===== config.mk =====
export PLATFORM = sky130hd
export DESIGN_NAME = decimal_id_list_parser_flat
export DESIGN_NICKNAME = d
export VERILOG_FILES = /design/src/hw/rtl/dilp_pkg.sv /design/src/hw/rtl/dilp_in_if.sv /design/src/hw/rtl/dilp_out_if.sv /design/src/hw/rtl/dilp_apb_regs.sv /design/src/hw/rtl/dilp_parse.sv /design/src/hw/rtl/decimal_id_list_parser.sv /design/src/flat_wrapper.sv
export SDC_FILE = /design/constraint.sdc
export NUM_CORES = 1
export LEC_CHECK = 0
export BUFFER_PORTS_ARGS = -buffer_cell sky130_fd_sc_hd__buf_2
export CELL_PAD_IN_SITES_DETAIL_PLACEMENT = 0
export CELL_PAD_IN_SITES_GLOBAL_PLACEMENT = 1
export CORE_MARGIN = 2
export CORE_UTILIZATION = 38
export DETAILED_ROUTE_END_ITERATION = 8
export HOLD_SLACK_MARGIN = 0.12
export PLACE_DENSITY = 0.83
export SYNTH_ARGS = -nofsm -noshare
export SYNTH_HDL_FRONTEND = slang
export SYNTH_HIERARCHICAL = 1
export SYNTH_SLANG_ARGS = --single-unit

===== constraint.sdc =====
create_clock -name i_clk -period 4.1 [get_ports i_clk]
set_input_delay 0 -clock i_clk [delete_from_list [all_inputs] [get_ports i_clk]]
set_output_delay 0 -clock i_clk [all_outputs]
set_load 0.02 [all_outputs]

===== src/hw/rtl/dilp_pkg.sv =====
// shared constants, codes, types and helpers for the decimal id list parser
package dilp_pkg;

    localparam int MAX_ENTRIES = 256;

    localparam int CHAR_W   = 8;
    localparam int CAP_W    = 9;
    localparam int ENTRY_W  = 9;
    localparam int IDX_W    = 8;
    localparam int VAL_W    = 16;
    localparam int ACC_W    = VAL_W + 1;
    localparam int PROD_W   = ACC_W + 4;
    localparam int DIGIT_W  = 4;
    localparam int STATUS_W = 3;
    localparam int PHASE_W  = 3;

    localparam int CFG_ADDR_W = 3;
    localparam int APB_DATA_W = 32;

    // register indexes
    localparam logic [0:0] REG_CAPACITY = 1'b0;

    localparam logic [CAP_W-1:0] CAP_RESET = CAP_W'(256);
    localparam logic [CAP_W-1:0] CAP_LIMIT = CAP_W'(MAX_ENTRIES);
    localparam logic [ACC_W-1:0] ACC_SAT   = ACC_W'(65536);

    // parser phases
    localparam logic [PHASE_W-1:0] PH_FIRST       = 3'd0;
    localparam logic [PHASE_W-1:0] PH_AFTER_COMMA = 3'd1;
    localparam logic [PHASE_W-1:0] PH_SIGN        = 3'd2;
    localparam logic [PHASE_W-1:0] PH_DIGITS      = 3'd3;
    localparam logic [PHASE_W-1:0] PH_AFTER_ID    = 3'd4;

    // status codes
    localparam logic [STATUS_W-1:0] ST_OK       = 3'd0;
    localparam logic [STATUS_W-1:0] ST_TOO_MANY = 3'd1;
    localparam logic [STATUS_W-1:0] ST_INVALID  = 3'd2;
    localparam logic [STATUS_W-1:0] ST_NO_COMMA = 3'd3;
    localparam logic [STATUS_W-1:0] ST_TRAILING = 3'd4;

    // character codes
    localparam logic [CHAR_W-1:0] CH_TAB   = 8'h09;
    localparam logic [CHAR_W-1:0] CH_CR    = 8'h0D;
    localparam logic [CHAR_W-1:0] CH_SPACE = 8'h20;
    localparam logic [CHAR_W-1:0] CH_PLUS  = 8'h2B;
    localparam logic [CHAR_W-1:0] CH_COMMA = 8'h2C;
    localparam logic [CHAR_W-1:0] CH_MINUS = 8'h2D;
    localparam logic [CHAR_W-1:0] CH_ZERO  = 8'h30;
    localparam logic [CHAR_W-1:0] CH_NINE  = 8'h39;

    typedef struct packed {
        logic [CHAR_W-1:0] char_code;
        logic              char_present;
        logic              end_of_text;
    } t_in_item;

    typedef struct packed {
        logic                id_valid;
        logic [VAL_W-1:0]    id_value;
        logic [IDX_W-1:0]    id_index;
        logic                done_res;
        logic [STATUS_W-1:0] status;
        logic [ENTRY_W-1:0]  entry_count;
    } t_result;

    function automatic logic is_ws(input logic [CHAR_W-1:0] c);
        return (c == CH_SPACE) || ((c >= CH_TAB) && (c <= CH_CR));
    endfunction

    function automatic logic is_digit(input logic [CHAR_W-1:0] c);
        return (c >= CH_ZERO) && (c <= CH_NINE);
    endfunction

endpackage


===== src/hw/rtl/dilp_in_if.sv =====
// input byte channel: valid/ready handshake with one text byte and its flags
interface dilp_in_if;
    logic                          valid;
    logic                          ready;
    logic [dilp_pkg::CHAR_W-1:0]   char_code;
    logic                          char_present;
    logic                          end_of_text;

    modport source (output valid, output char_code, output char_present,
                    output end_of_text, input ready);
    modport sink   (input valid, input char_code, input char_present,
                    input end_of_text, output ready);
endinterface


===== src/hw/rtl/dilp_out_if.sv =====
// result channel: valid/ready handshake with id, done flag, status and count
interface dilp_out_if;
    logic                          valid;
    logic                          ready;
    logic                          id_valid;
    logic [dilp_pkg::VAL_W-1:0]    id_value;
    logic [dilp_pkg::IDX_W-1:0]    id_index;
    logic                          done_res;
    logic [dilp_pkg::STATUS_W-1:0] status;
    logic [dilp_pkg::ENTRY_W-1:0]  entry_count;

    modport source (output valid, output id_valid, output id_value, output id_index,
                    output done_res, output status, output entry_count, input ready);
    modport sink   (input valid, input id_valid, input id_value, input id_index,
                    input done_res, input status, input entry_count, output ready);
endinterface


===== src/hw/rtl/dilp_apb_regs.sv =====
// apb configuration register file holding the capacity register
module dilp_apb_regs (
    input  logic                               i_clk,
    input  logic                               i_rst_n,
    input  logic                               psel,
    input  logic                               penable,
    input  logic                               pwrite,
    input  logic [dilp_pkg::CFG_ADDR_W-1:0]    paddr,
    input  logic [dilp_pkg::APB_DATA_W-1:0]    pwdata,
    output logic [dilp_pkg::APB_DATA_W-1:0]    prdata,
    output logic                               pready,
    output logic [dilp_pkg::CAP_W-1:0]         o_capacity
);

    logic                         capacity_we;
    logic [dilp_pkg::CAP_W-1:0]   r_capacity;
    logic                         sel_capacity;

    assign sel_capacity = (paddr[dilp_pkg::CFG_ADDR_W-1:2] == dilp_pkg::REG_CAPACITY);
    assign capacity_we  = psel && penable && pwrite && sel_capacity;

    always_ff @(posedge i_clk) begin
        if (!i_rst_n) begin
            r_capacity <= dilp_pkg::CAP_RESET;
        end else if (capacity_we) begin
            r_capacity <= pwdata[dilp_pkg::CAP_W-1:0];
        end
    end

    assign pready     = 1'b1;
    assign prdata     = sel_capacity
                        ? dilp_pkg::APB_DATA_W'(r_capacity)
                        : '0;
    assign o_capacity = r_capacity;

endmodule


===== src/hw/rtl/dilp_parse.sv =====
// parser state registers and the per-byte next-state and result logic
module dilp_parse (
    input  logic                          i_clk,
    input  logic                          i_rst_n,
    input  logic                          i_fire,
    input  dilp_pkg::t_in_item            i_item,
    input  logic [dilp_pkg::CAP_W-1:0]    i_capacity,
    output dilp_pkg::t_result             o_result
);

    logic [dilp_pkg::PHASE_W-1:0]  r_phase,  n_phase;
    logic [dilp_pkg::ACC_W-1:0]    r_acc,    n_acc;
    logic                          r_minus,  n_minus;
    logic                          r_nz,     n_nz;
    logic [dilp_pkg::ENTRY_W-1:0]  r_count,  n_count;
    logic [dilp_pkg::STATUS_W-1:0] r_err,    n_err;

    logic [dilp_pkg::CAP_W-1:0]    lim;
    logic [dilp_pkg::DIGIT_W-1:0]  digit;
    logic [dilp_pkg::PROD_W-1:0]   prod;
    logic                          ch_ws;
    logic                          ch_dig;
    logic                          ch_comma;
    logic                          ch_plus;
    logic                          ch_minus;
    dilp_pkg::t_result             res;

    assign lim      = (i_capacity > dilp_pkg::CAP_LIMIT) ? dilp_pkg::CAP_LIMIT : i_capacity;
    assign digit    = i_item.char_code[dilp_pkg::DIGIT_W-1:0];
    assign ch_ws    = dilp_pkg::is_ws(i_item.char_code);
    assign ch_dig   = dilp_pkg::is_digit(i_item.char_code);
    assign ch_comma = (i_item.char_code == dilp_pkg::CH_COMMA);
    assign ch_plus  = (i_item.char_code == dilp_pkg::CH_PLUS);
    assign ch_minus = (i_item.char_code == dilp_pkg::CH_MINUS);

    // acc * 10 + digit as two shifted adds
    assign prod = dilp_pkg::PROD_W'({r_acc, 3'b000})
                + dilp_pkg::PROD_W'({r_acc, 1'b0})
                + dilp_pkg::PROD_W'(digit);

    always_comb begin
        n_phase = r_phase;
        n_acc   = r_acc;
        n_minus = r_minus;
        n_nz    = r_nz;
        n_count = r_count;
        n_err   = r_err;
        res     = '0;

        if (i_item.char_present && (r_err == dilp_pkg::ST_OK)) begin
            unique case (r_phase)
                dilp_pkg::PH_FIRST, dilp_pkg::PH_AFTER_COMMA: begin
                    if (!ch_ws) begin
                        // entry limit is checked before looking at the token
                        if (r_count >= lim) begin
                            n_err = dilp_pkg::ST_TOO_MANY;
                        end else begin
                            n_acc   = '0;
                            n_minus = 1'b0;
                            n_nz    = 1'b0;
                            if (ch_plus || ch_minus) begin
                                n_minus = ch_minus;
                                n_phase = dilp_pkg::PH_SIGN;
                            end else if (ch_dig) begin
                                n_acc   = dilp_pkg::ACC_W'(digit);
                                n_nz    = (digit != '0);
                                n_phase = dilp_pkg::PH_DIGITS;
                            end else begin
                                n_err = dilp_pkg::ST_INVALID;
                            end
                        end
                    end
                end
                dilp_pkg::PH_SIGN: begin
                    if (ch_dig) begin
                        n_acc   = dilp_pkg::ACC_W'(digit);
                        n_nz    = (digit != '0);
                        n_phase = dilp_pkg::PH_DIGITS;
                    end else begin
                        n_err = dilp_pkg::ST_INVALID;
                    end
                end
                dilp_pkg::PH_DIGITS: begin
                    if (ch_dig) begin
                        if (digit != '0) begin
                            n_nz = 1'b1;
                        end
                        // saturate at 65536, stop growing once there
                        if (!r_acc[dilp_pkg::ACC_W-1]) begin
                            if (prod > dilp_pkg::PROD_W'(dilp_pkg::ACC_SAT)) begin
                                n_acc = dilp_pkg::ACC_SAT;
                            end else begin
                                n_acc = prod[dilp_pkg::ACC_W-1:0];
                            end
                        end
                    end else if (r_acc[dilp_pkg::ACC_W-1] || (r_minus && r_nz)) begin
                        n_err = dilp_pkg::ST_INVALID;
                    end else begin
                        res.id_valid = 1'b1;
                        res.id_value = r_acc[dilp_pkg::VAL_W-1:0];
                        res.id_index = r_count[dilp_pkg::IDX_W-1:0];
                        n_count      = r_count + dilp_pkg::ENTRY_W'(1);
                        if (ch_ws) begin
                            n_phase = dilp_pkg::PH_AFTER_ID;
                        end else if (ch_comma) begin
                            n_phase = dilp_pkg::PH_AFTER_COMMA;
                        end else begin
                            n_phase = dilp_pkg::PH_AFTER_ID;
                            n_err   = dilp_pkg::ST_NO_COMMA;
                        end
                    end
                end
                default: begin
                    if (ch_comma) begin
                        n_phase = dilp_pkg::PH_AFTER_COMMA;
                    end else if (!ch_ws) begin
                        n_err = dilp_pkg::ST_NO_COMMA;
                    end
                end
            endcase
        end

        // end of text closes whatever token is open
        if (i_item.end_of_text && (n_err == dilp_pkg::ST_OK)) begin
            if (n_phase == dilp_pkg::PH_AFTER_COMMA) begin
                n_err = dilp_pkg::ST_TRAILING;
            end else if (n_phase == dilp_pkg::PH_SIGN) begin
                n_err = dilp_pkg::ST_INVALID;
            end else if (n_phase == dilp_pkg::PH_DIGITS) begin
                if (n_acc[dilp_pkg::ACC_W-1] || (n_minus && n_nz)) begin
                    n_err = dilp_pkg::ST_INVALID;
                end else begin
                    res.id_valid = 1'b1;
                    res.id_value = n_acc[dilp_pkg::VAL_W-1:0];
                    res.id_index = n_count[dilp_pkg::IDX_W-1:0];
                    n_count      = n_count + dilp_pkg::ENTRY_W'(1);
                    n_phase      = dilp_pkg::PH_AFTER_ID;
                end
            end
        end

        res.done_res    = i_item.end_of_text;
        res.status      = n_err;
        res.entry_count = n_count;

        // next text starts from scratch
        if (i_item.end_of_text) begin
            n_phase = dilp_pkg::PH_FIRST;
            n_acc   = '0;
            n_minus = 1'b0;
            n_nz    = 1'b0;
            n_count = '0;
            n_err   = dilp_pkg::ST_OK;
        end
    end

    always_ff @(posedge i_clk) begin
        if (!i_rst_n) begin
            r_phase <= dilp_pkg::PH_FIRST;
            r_acc   <= '0;
            r_minus <= 1'b0;
            r_nz    <= 1'b0;
            r_count <= '0;
            r_err   <= dilp_pkg::ST_OK;
        end else if (i_fire) begin
            r_phase <= n_phase;
            r_acc   <= n_acc;
            r_minus <= n_minus;
            r_nz    <= n_nz;
            r_count <= n_count;
            r_err   <= n_err;
        end
    end

    assign o_result = res;

    a_count_bounded: assert property (@(posedge i_clk) disable iff (!i_rst_n)
        r_count <= dilp_pkg::ENTRY_W'(dilp_pkg::MAX_ENTRIES))
        else $error("entry count above the entry limit");

    a_done_clears: assert property (@(posedge i_clk) disable iff (!i_rst_n)
        i_fire && i_item.end_of_text |=>
            (r_phase == dilp_pkg::PH_FIRST) && (r_err == dilp_pkg::ST_OK) && (r_count == '0))
        else $error("parser not cleared after end of text");

    a_error_sticks: assert property (@(posedge i_clk) disable iff (!i_rst_n)
        i_fire && (r_err != dilp_pkg::ST_OK) && !i_item.end_of_text |=>
            (r_err == $past(r_err)) && $stable(r_count))
        else $error("latched error changed or count moved after an error");

    a_id_counts: assert property (@(posedge i_clk) disable iff (!i_rst_n)
        i_fire && o_result.id_valid && !i_item.end_of_text |=>
            r_count == $past(r_count) + dilp_pkg::ENTRY_W'(1))
        else $error("delivered id did not advance the entry count");

endmodule


===== src/hw/rtl/decimal_id_list_parser.sv =====
// top level: input register, parser step, result register and config port
// an accepted byte is held in the input register, then its parser step result in the result register
// throughput: one byte per cycle while the result register is free or being drained
// while a result waits at the output the input register still takes one byte
// reset (i_rst_n low, synchronous) empties both registers, clears the parser state
// and sets capacity to 256
module decimal_id_list_parser (
    input  logic                               i_clk,
    input  logic                               i_rst_n,
    dilp_in_if.sink                            i_in,
    dilp_out_if.source                         o_out,
    input  logic                               psel,
    input  logic                               penable,
    input  logic                               pwrite,
    input  logic [dilp_pkg::CFG_ADDR_W-1:0]    paddr,
    input  logic [dilp_pkg::APB_DATA_W-1:0]    pwdata,
    output logic [dilp_pkg::APB_DATA_W-1:0]    prdata,
    output logic                               pready
);

    logic                          r_in_valid;
    dilp_pkg::t_in_item            r_in_item;
    logic                          r_out_valid;
    dilp_pkg::t_result             r_out_result;

    logic                          adv;
    logic                          in_ready;
    dilp_pkg::t_result             step_result;
    logic [dilp_pkg::CAP_W-1:0]    capacity;

    dilp_apb_regs u_regs (
        .i_clk      (i_clk),
        .i_rst_n    (i_rst_n),
        .psel       (psel),
        .penable    (penable),
        .pwrite     (pwrite),
        .paddr      (paddr),
        .pwdata     (pwdata),
        .prdata     (prdata),
        .pready     (pready),
        .o_capacity (capacity)
    );

    // step the parser when the result register is free or being drained
    assign adv      = r_in_valid && (!r_out_valid || o_out.ready);
    assign in_ready = !r_in_valid || adv;
    assign i_in.ready = in_ready;

    dilp_parse u_parse (
        .i_clk      (i_clk),
        .i_rst_n    (i_rst_n),
        .i_fire     (adv),
        .i_item     (r_in_item),
        .i_capacity (capacity),
        .o_result   (step_result)
    );

    always_ff @(posedge i_clk) begin
        if (!i_rst_n) begin
            r_in_valid  <= 1'b0;
            r_out_valid <= 1'b0;
        end else begin
            if (in_ready) begin
                r_in_valid <= i_in.valid;
            end
            if (adv) begin
                r_out_valid <= 1'b1;
            end else if (o_out.ready) begin
                r_out_valid <= 1'b0;
            end
        end
    end

    always_ff @(posedge i_clk) begin
        if (i_in.valid && in_ready) begin
            r_in_item.char_code    <= i_in.char_code;
            r_in_item.char_present <= i_in.char_present;
            r_in_item.end_of_text  <= i_in.end_of_text;
        end
        if (adv) begin
            r_out_result <= step_result;
        end
    end

    assign o_out.valid       = r_out_valid;
    assign o_out.id_valid    = r_out_result.id_valid;
    assign o_out.id_value    = r_out_result.id_value;
    assign o_out.id_index    = r_out_result.id_index;
    assign o_out.done_res    = r_out_result.done_res;
    assign o_out.status      = r_out_result.status;
    assign o_out.entry_count = r_out_result.entry_count;

endmodule

===== src/flat_wrapper.sv =====
// flat-port wrapper written by rule: the top's interface ports become plain ports
module decimal_id_list_parser_flat 
  (i_clk, i_rst_n, psel, penable, pwrite, paddr, pwdata, prdata, pready, i_in_valid, i_in_char_code, i_in_char_present, i_in_end_of_text, i_in_ready, o_out_valid, o_out_id_valid, o_out_id_value, o_out_id_index, o_out_done_res, o_out_status, o_out_entry_count, o_out_ready);
  dilp_in_if i_in_i ();
  dilp_out_if o_out_i ();
  input  logic i_clk;
  input  logic i_rst_n;
  input  logic psel;
  input  logic penable;
  input  logic pwrite;
  input  logic [dilp_pkg::CFG_ADDR_W-1:0] paddr;
  input  logic [dilp_pkg::APB_DATA_W-1:0] pwdata;
  output logic [dilp_pkg::APB_DATA_W-1:0] prdata;
  output logic pready;
  input wire logic [$bits(i_in_i.valid)-1:0] i_in_valid;
  input wire logic [$bits(i_in_i.char_code)-1:0] i_in_char_code;
  input wire logic [$bits(i_in_i.char_present)-1:0] i_in_char_present;
  input wire logic [$bits(i_in_i.end_of_text)-1:0] i_in_end_of_text;
  output wire logic [$bits(i_in_i.ready)-1:0] i_in_ready;
  output wire logic [$bits(o_out_i.valid)-1:0] o_out_valid;
  output wire logic [$bits(o_out_i.id_valid)-1:0] o_out_id_valid;
  output wire logic [$bits(o_out_i.id_value)-1:0] o_out_id_value;
  output wire logic [$bits(o_out_i.id_index)-1:0] o_out_id_index;
  output wire logic [$bits(o_out_i.done_res)-1:0] o_out_done_res;
  output wire logic [$bits(o_out_i.status)-1:0] o_out_status;
  output wire logic [$bits(o_out_i.entry_count)-1:0] o_out_entry_count;
  input wire logic [$bits(o_out_i.ready)-1:0] o_out_ready;
  assign i_in_i.valid = i_in_valid;
  assign i_in_i.char_code = i_in_char_code;
  assign i_in_i.char_present = i_in_char_present;
  assign i_in_i.end_of_text = i_in_end_of_text;
  assign i_in_ready = i_in_i.ready;
  assign o_out_valid = o_out_i.valid;
  assign o_out_id_valid = o_out_i.id_valid;
  assign o_out_id_value = o_out_i.id_value;
  assign o_out_id_index = o_out_i.id_index;
  assign o_out_done_res = o_out_i.done_res;
  assign o_out_status = o_out_i.status;
  assign o_out_entry_count = o_out_i.entry_count;
  assign o_out_i.ready = o_out_ready;
  decimal_id_list_parser u_core (.i_clk(i_clk), .i_rst_n(i_rst_n), .i_in(i_in_i), .o_out(o_out_i), .psel(psel), .penable(penable), .pwrite(pwrite), .paddr(paddr), .pwdata(pwdata), .prdata(prdata), .pready(pready));
endmodule

; ---- Word-level counts from Yosys, hierarchy flattened
; Cells that the tools add are included.
[word_totals]
reg_bits = 93
input_bits = 52
output_inout_bits = 73
word_cells = 150
[classes]
addsub = 4
magnitude_cmp = 7
eq_ne = 10
muxes = 85
bitwise_logic = 1
reduce_logical = 25
[op_table]
columns = operator, count
row1 = $mux 25, 9
row2 = $mux 17, 8
row3 = $mux 9, 12
row4 = $mux 3, 33
row5 = $pmux 17 s3, 1
row6 = $eq 8x6->1 const B, 4
row7 = $add 20x18->21, 1
row8 = $add 21x4->21, 1
row9 = $gt 21x17->1 const B, 1
row10 = $add 9x1->9 const B, 2
row11 = $pmux 3 s3, 2
row12 = $mux 1, 17
row13 = $eq 3x2->1 const B, 4
row14 = $logic_and 1x1->1, 11
row15 = $ge 9x9->1, 1
row16 = $gt 9x9->1 const B, 1
row17 = $logic_not 3->1, 3
row18 = $ge 8x4->1 const B, 1
row19 = $ge 8x6->1 const B, 1
row20 = $le 8x4->1 const B, 1
row21 = $le 8x6->1 const B, 1
row22 = $mux 4, 2
row23 = $eq 3x1->1 const B, 2
row24 = $logic_or 1x1->1, 6
row25 = 6 further kinds, 7

; ---- Longest topological paths before layout
[depth]
ltp_word = 16
depth_mapped = 16
depth_no_buf = 14

; ---- Cells and area by module
; Netlist, hierarchy kept.
[by_module_without_submodules]
columns = mod, instances, cells_per_inst, area_each_um2, seq_area_each_um2
row1 = dilp_parse, 1, 545, 4057.6, 680.7
row2 = decimal_id_list_parser, 1, 57, 1545.2, 1481.4
row3 = dilp_apb_regs, 1, 75, 639.4, 180.2

; ---- Least setup slack after synthesis
; OpenSTA, ideal clock, no wires.
[synth_timing]
path_type = register to register
from = register u_core.r_out_valid, in the netlist u_core/o_out.valid
to = register u_core/u_parse/r_acc[7] (netlist bit)
setup_time_ns = 0.059
arrival_time_ns = 4.514
required_time_ns = 4.041
slack_ns = -0.473
stages_incl_launch_ff = 9
n_path_buf = 1
synth_period_minus_slack_ns = 4.573
path_cell_list = dfxtp_1 -> nor2b_4 -> nor2b_1 -> clkinv_1 -> nor2_1 -> nand2_1 -> o21bai_1 -> clkbuf_1 -> a22o_1
[synth_via]
elab_chain_len = 3
[synth_lines]
columns = item, line_no
row1 = from (decl), decimal_id_list_parser.sv:23  ; logic r_out_valid;
row2 = from (signal assigned), decimal_id_list_parser.sv:61  ; r_out_valid <= 1'b0;
row3 = from (signal assigned), decimal_id_list_parser.sv:67  ; r_out_valid <= 1'b1;
row4 = from (signal assigned), decimal_id_list_parser.sv:69  ; r_out_valid <= 1'b0;
row5 = $logic_not 1->1, decimal_id_list_parser.sv:45  ; assign adv = r_in_valid && (!r_out_valid || o_out.ready);
row6 = $logic_or 1x1->1, decimal_id_list_parser.sv:45
row7 = $logic_and 1x1->1, decimal_id_list_parser.sv:45
row8 = net u_core.adv, decimal_id_list_parser.sv:26  ; logic adv;
row9 = to (signal assigned), dilp_parse.sv:167  ; r_acc <= n_acc;
row10 = to (decl), dilp_parse.sv:12  ; logic [dilp_pkg::ACC_W-1:0] r_acc, n_acc;
; The timed path passes the listed nets, and every way through them passes these cells.
; A chain may end at the register's enable or synchronous reset.

==> results.py <==
metrics = {
    "placed_design": {
        "hpwl_mm": 11.1,
        "dp_slack_ns": 0.0168,
        "place_area_um2": 6910,
        "io_buffers": 75,
        "place_inst": 967,
        "gp_congestion": 0.847,
    },
    "global_route": {
        "grt_pass1_wl_mm": 24.5,
        "grt_usage_pct": 17.2,
        "gr-total-overflow": 0,
        "grt_max_degree": 44,
        "antenna_found_initial": 0,
        "grt_pass1_vias": 4866,
    },
    "power_and_ir_drop": {
        "power.leakage_nw": 3.18,
        "ir_drop_uv": 198,
        "totalPowerFinal_mw": 1.99,
        "p_per_area_nw_per_um2": 263,
    },
    "detailed_routing": {
        "route.detailed.drc": 0,
        "post_drt_wl_per_cell_um": 15.0,
        "drt_pass1_iterations": 6,
        "drtIter0Drc": 446,
        "avgViaCountPerCell": 5.26,
        "vias": 5329,
        "ant_nets": 0,
        "drt-total-wl_mm": 15.2,
    },
    "synthesis": {
        "synth_cell_type_count": 76,
        "yosysTopAreaCellShare_pct": 23.1,
        "synth_top_area_cell": "edfxtp_1",
        "yosys-top-cells-count": "nand2_1 (85), edfxtp_1 (48), a21oi_1 (45), dfxtp_1 (45), ha_1 (45)",
        "synth.most_common_cell": "nand2_1",
        "synth_ff_type": "edfxtp_1",
        "avgSynthCellArea_um2": 9.22,
        "syn_area_um2": 6240,
        "yosysSeqAreaShare_pct": 37.5,
        "synth_edf_count": 48,
        "yosysWarningCount": 6,
        "ys_ff_latch": 93,
        "synthArstFlopShare_pct": 0,
        "synth_area_leaders": "edfxtp_1 (23%), dfxtp_1 (14%), ha_1 (9.0%)",
        "synthCells": 677,
    },
    "cts": {
        "clk_pin_slew_worst_paths_ns": 0.07,
        "ctsRootBufferMaster": "clkbuf_16",
        "cts_htree_levels": 3,
        "clk_latency_ns": 0.35,
        "cts_tree": "built",
        "clockBufferDepth": 2,
        "cts-buffers-inserted": 9,
        "clock_sinks": 93,
    },
    "timing": {
        "hold_viol_final": 0,
        "setup_tns_ns": 0,
        "worst_pin_slew_ns": 0.956,
        "fin_ws_ns": 0.198,
        "skew_ns": 0.00767,
        "fmax_ghz": 0.256,
        "timing.final.crit_period_ns": 3.90,
        "relSlewSlack_pct": 36.2,
        "min_period_over_period_pct": 95.2,
        "hold_slack_ns": 0.170,
        "setup_viol": 0,
        "maxSlewViolCount": 0,
    },
    "cells_and_area": {
        "seq_area_um2": 2340,
        "layout.cells.non_filler": 1013,
        "antenna_cells": 0,
        "fin_util_pct": 47.6,
        "postLayoutCellArea_um2": 7590,
        "multi_input_area_um2": 3670,
        "fin_nets": 891,
        "drive_gt1_share_pct": 21.2,
        "fill_cells": 1553,
        "area_growth_pct": 21.5,
    },
    "run_status": {
        "status": "finished, final reports clean",
    },
    "critical_path": {
        "arrival_ns": 4.00,
        "cp.required_ns": 4.20,
        "worstSetupStartpointType": "flop",
        "cp-end-kind": "flop",
        "critPathMaxFanout": 6,
        "crit_type": "reg -> reg",
    },
    "floorplan": {
        "placementRows": 46,
        "core-area_um2": 15900,
        "die_x_um": 132,
        "die_height_um": 132,
        "initial_core_util_pct": 39.2,
        "dieArea_um2": 17500,
        "num_io_pins": 125,
    },
    "flow_run": {
        "timing.max_cap.violations": 0,
    },
    "min_path": {
        "min_path_type": "in -> reg",
    },
}
cells in the final DEF (no fill, tap or decap), drive strengths merged, types with 4 or more instances in the layout:
cell type and n:
o2bb2ai 12, mux2i 9, nor2b 22, nand4 8, nor3 11, o21bai 4, a221o 4, nor4 5
or3 4, dlygate4sd3 22, a31oi 12, a22oi 6, and3 7, o21a 7, o221ai 4, ha 45
o31ai 14, nand3b 5, xor2 17, inv 27, edfxtp 48, o21ai 27, buf 113, dfxtp 45
and2b 9, conb 24, nand2b 7, nor2 35, clkinv 5, a22o 18, o211ai 7, a21oi 45
nand3 12, nand2 85, xnor2 13, a21o 5, clkbuf 11
metal layers:
metal  vias up  part of all wire, %  GRT usage [%]
met5         -                    0              0
met4         0                  1.7           5.43
met3        18                  5.1           3.31
met2       152                   45           26.5
met1      2488                   48           24.2
li1       2671                    -              -
power by group:
group / internal (mW) / total, mW / leakage [nW] / switching [mW]
Combinational: 0.0716 / 0.202 / 2.24 / 0.130
Sequential: 1.00 / 1.02 / 0.810 / 0.0135
Clock: 0.413 / 0.773 / 0.126 / 0.361
worst paths after layout:
check	slack, ns	endpoint	cells past startpoint	from
setup / recovery	0.20	u_core/o_out.entry_count[5]	15	u_core/r_in_item[5]
hold / removal	0.17	u_core/u_parse/r_err[1]	3	i_rst_n
hold reg to reg	0.47	u_core/u_regs/o_capacity[0]	2	u_core/u_regs/o_capacity[0]
setup reg to reg	0.20	u_core/o_out.entry_count[5]	15	u_core/r_in_item[5]
repair_timing:
action	4_1_cts	5_1_grt
setup endpoints to repair	9	46
gates cloned	0	1
setup buffers	0	7
gates resized for setup	1	25
hold endpoints to repair	21	0
pin swaps	0	11
hold buffers	22	0
cell type report:
class                      instances  share of cell area (%)
clock buffer                      11                    3.07
clock inverter                     5                   0.495
inverter                          29                    1.43
multi-input combinational        524                    48.3
sequential                        93                    30.9
tap                              216                    3.56
timing repair buffer             135                    12.2
cell families (layout without fill, tap and decap cells):
family	after synthesis	count (layout)	share of synthesized area, %
xor gates and xnor gates	30	30	4.21
muxes	11	11	1.86
other	2	24	0.120
AOI/OAI and AO/OA	186	186	20.7
adders and majority gates	47	47	9.66
and+or+nand+nor	226	226	19.1
DFF	93	93	37.5
buffers and inverters	82	180	6.81
flip-flops by register name, indices dropped and copies added (netlist names), 3 cells and up:
name and count:
u_core/u_parse/r_err 3, u_core/o_out.status 3, u_core/r_in_item 10, u_core/u_parse/r_acc 17, u_core/u_regs/o_capacity 9, u_core/o_out.id_index 8, u_core/u_parse/r_count 9, u_core/o_out.id_value 16
u_core/o_out.entry_count 9, u_core/u_parse/r_phase 3
worst max-delay path, stage by stage, from the launching register on:
cell and delay (ns):
edfxtp_1 0.41, fa_1 0.45, ha_4 0.26, nor2b_2 0.15
o311a_1 0.40, o21ai_4 0.20, a211oi_1 0.10, nor3_1 0.24
o2111ai_2 0.18, o311a_1 0.42, buf_4 0.17, nor3_2 0.17
buf_6 0.17, buf_12 0.11, nand3b_1 0.08, xor2_1 0.14
Note: power is estimated with default switching activity, not from simulation.
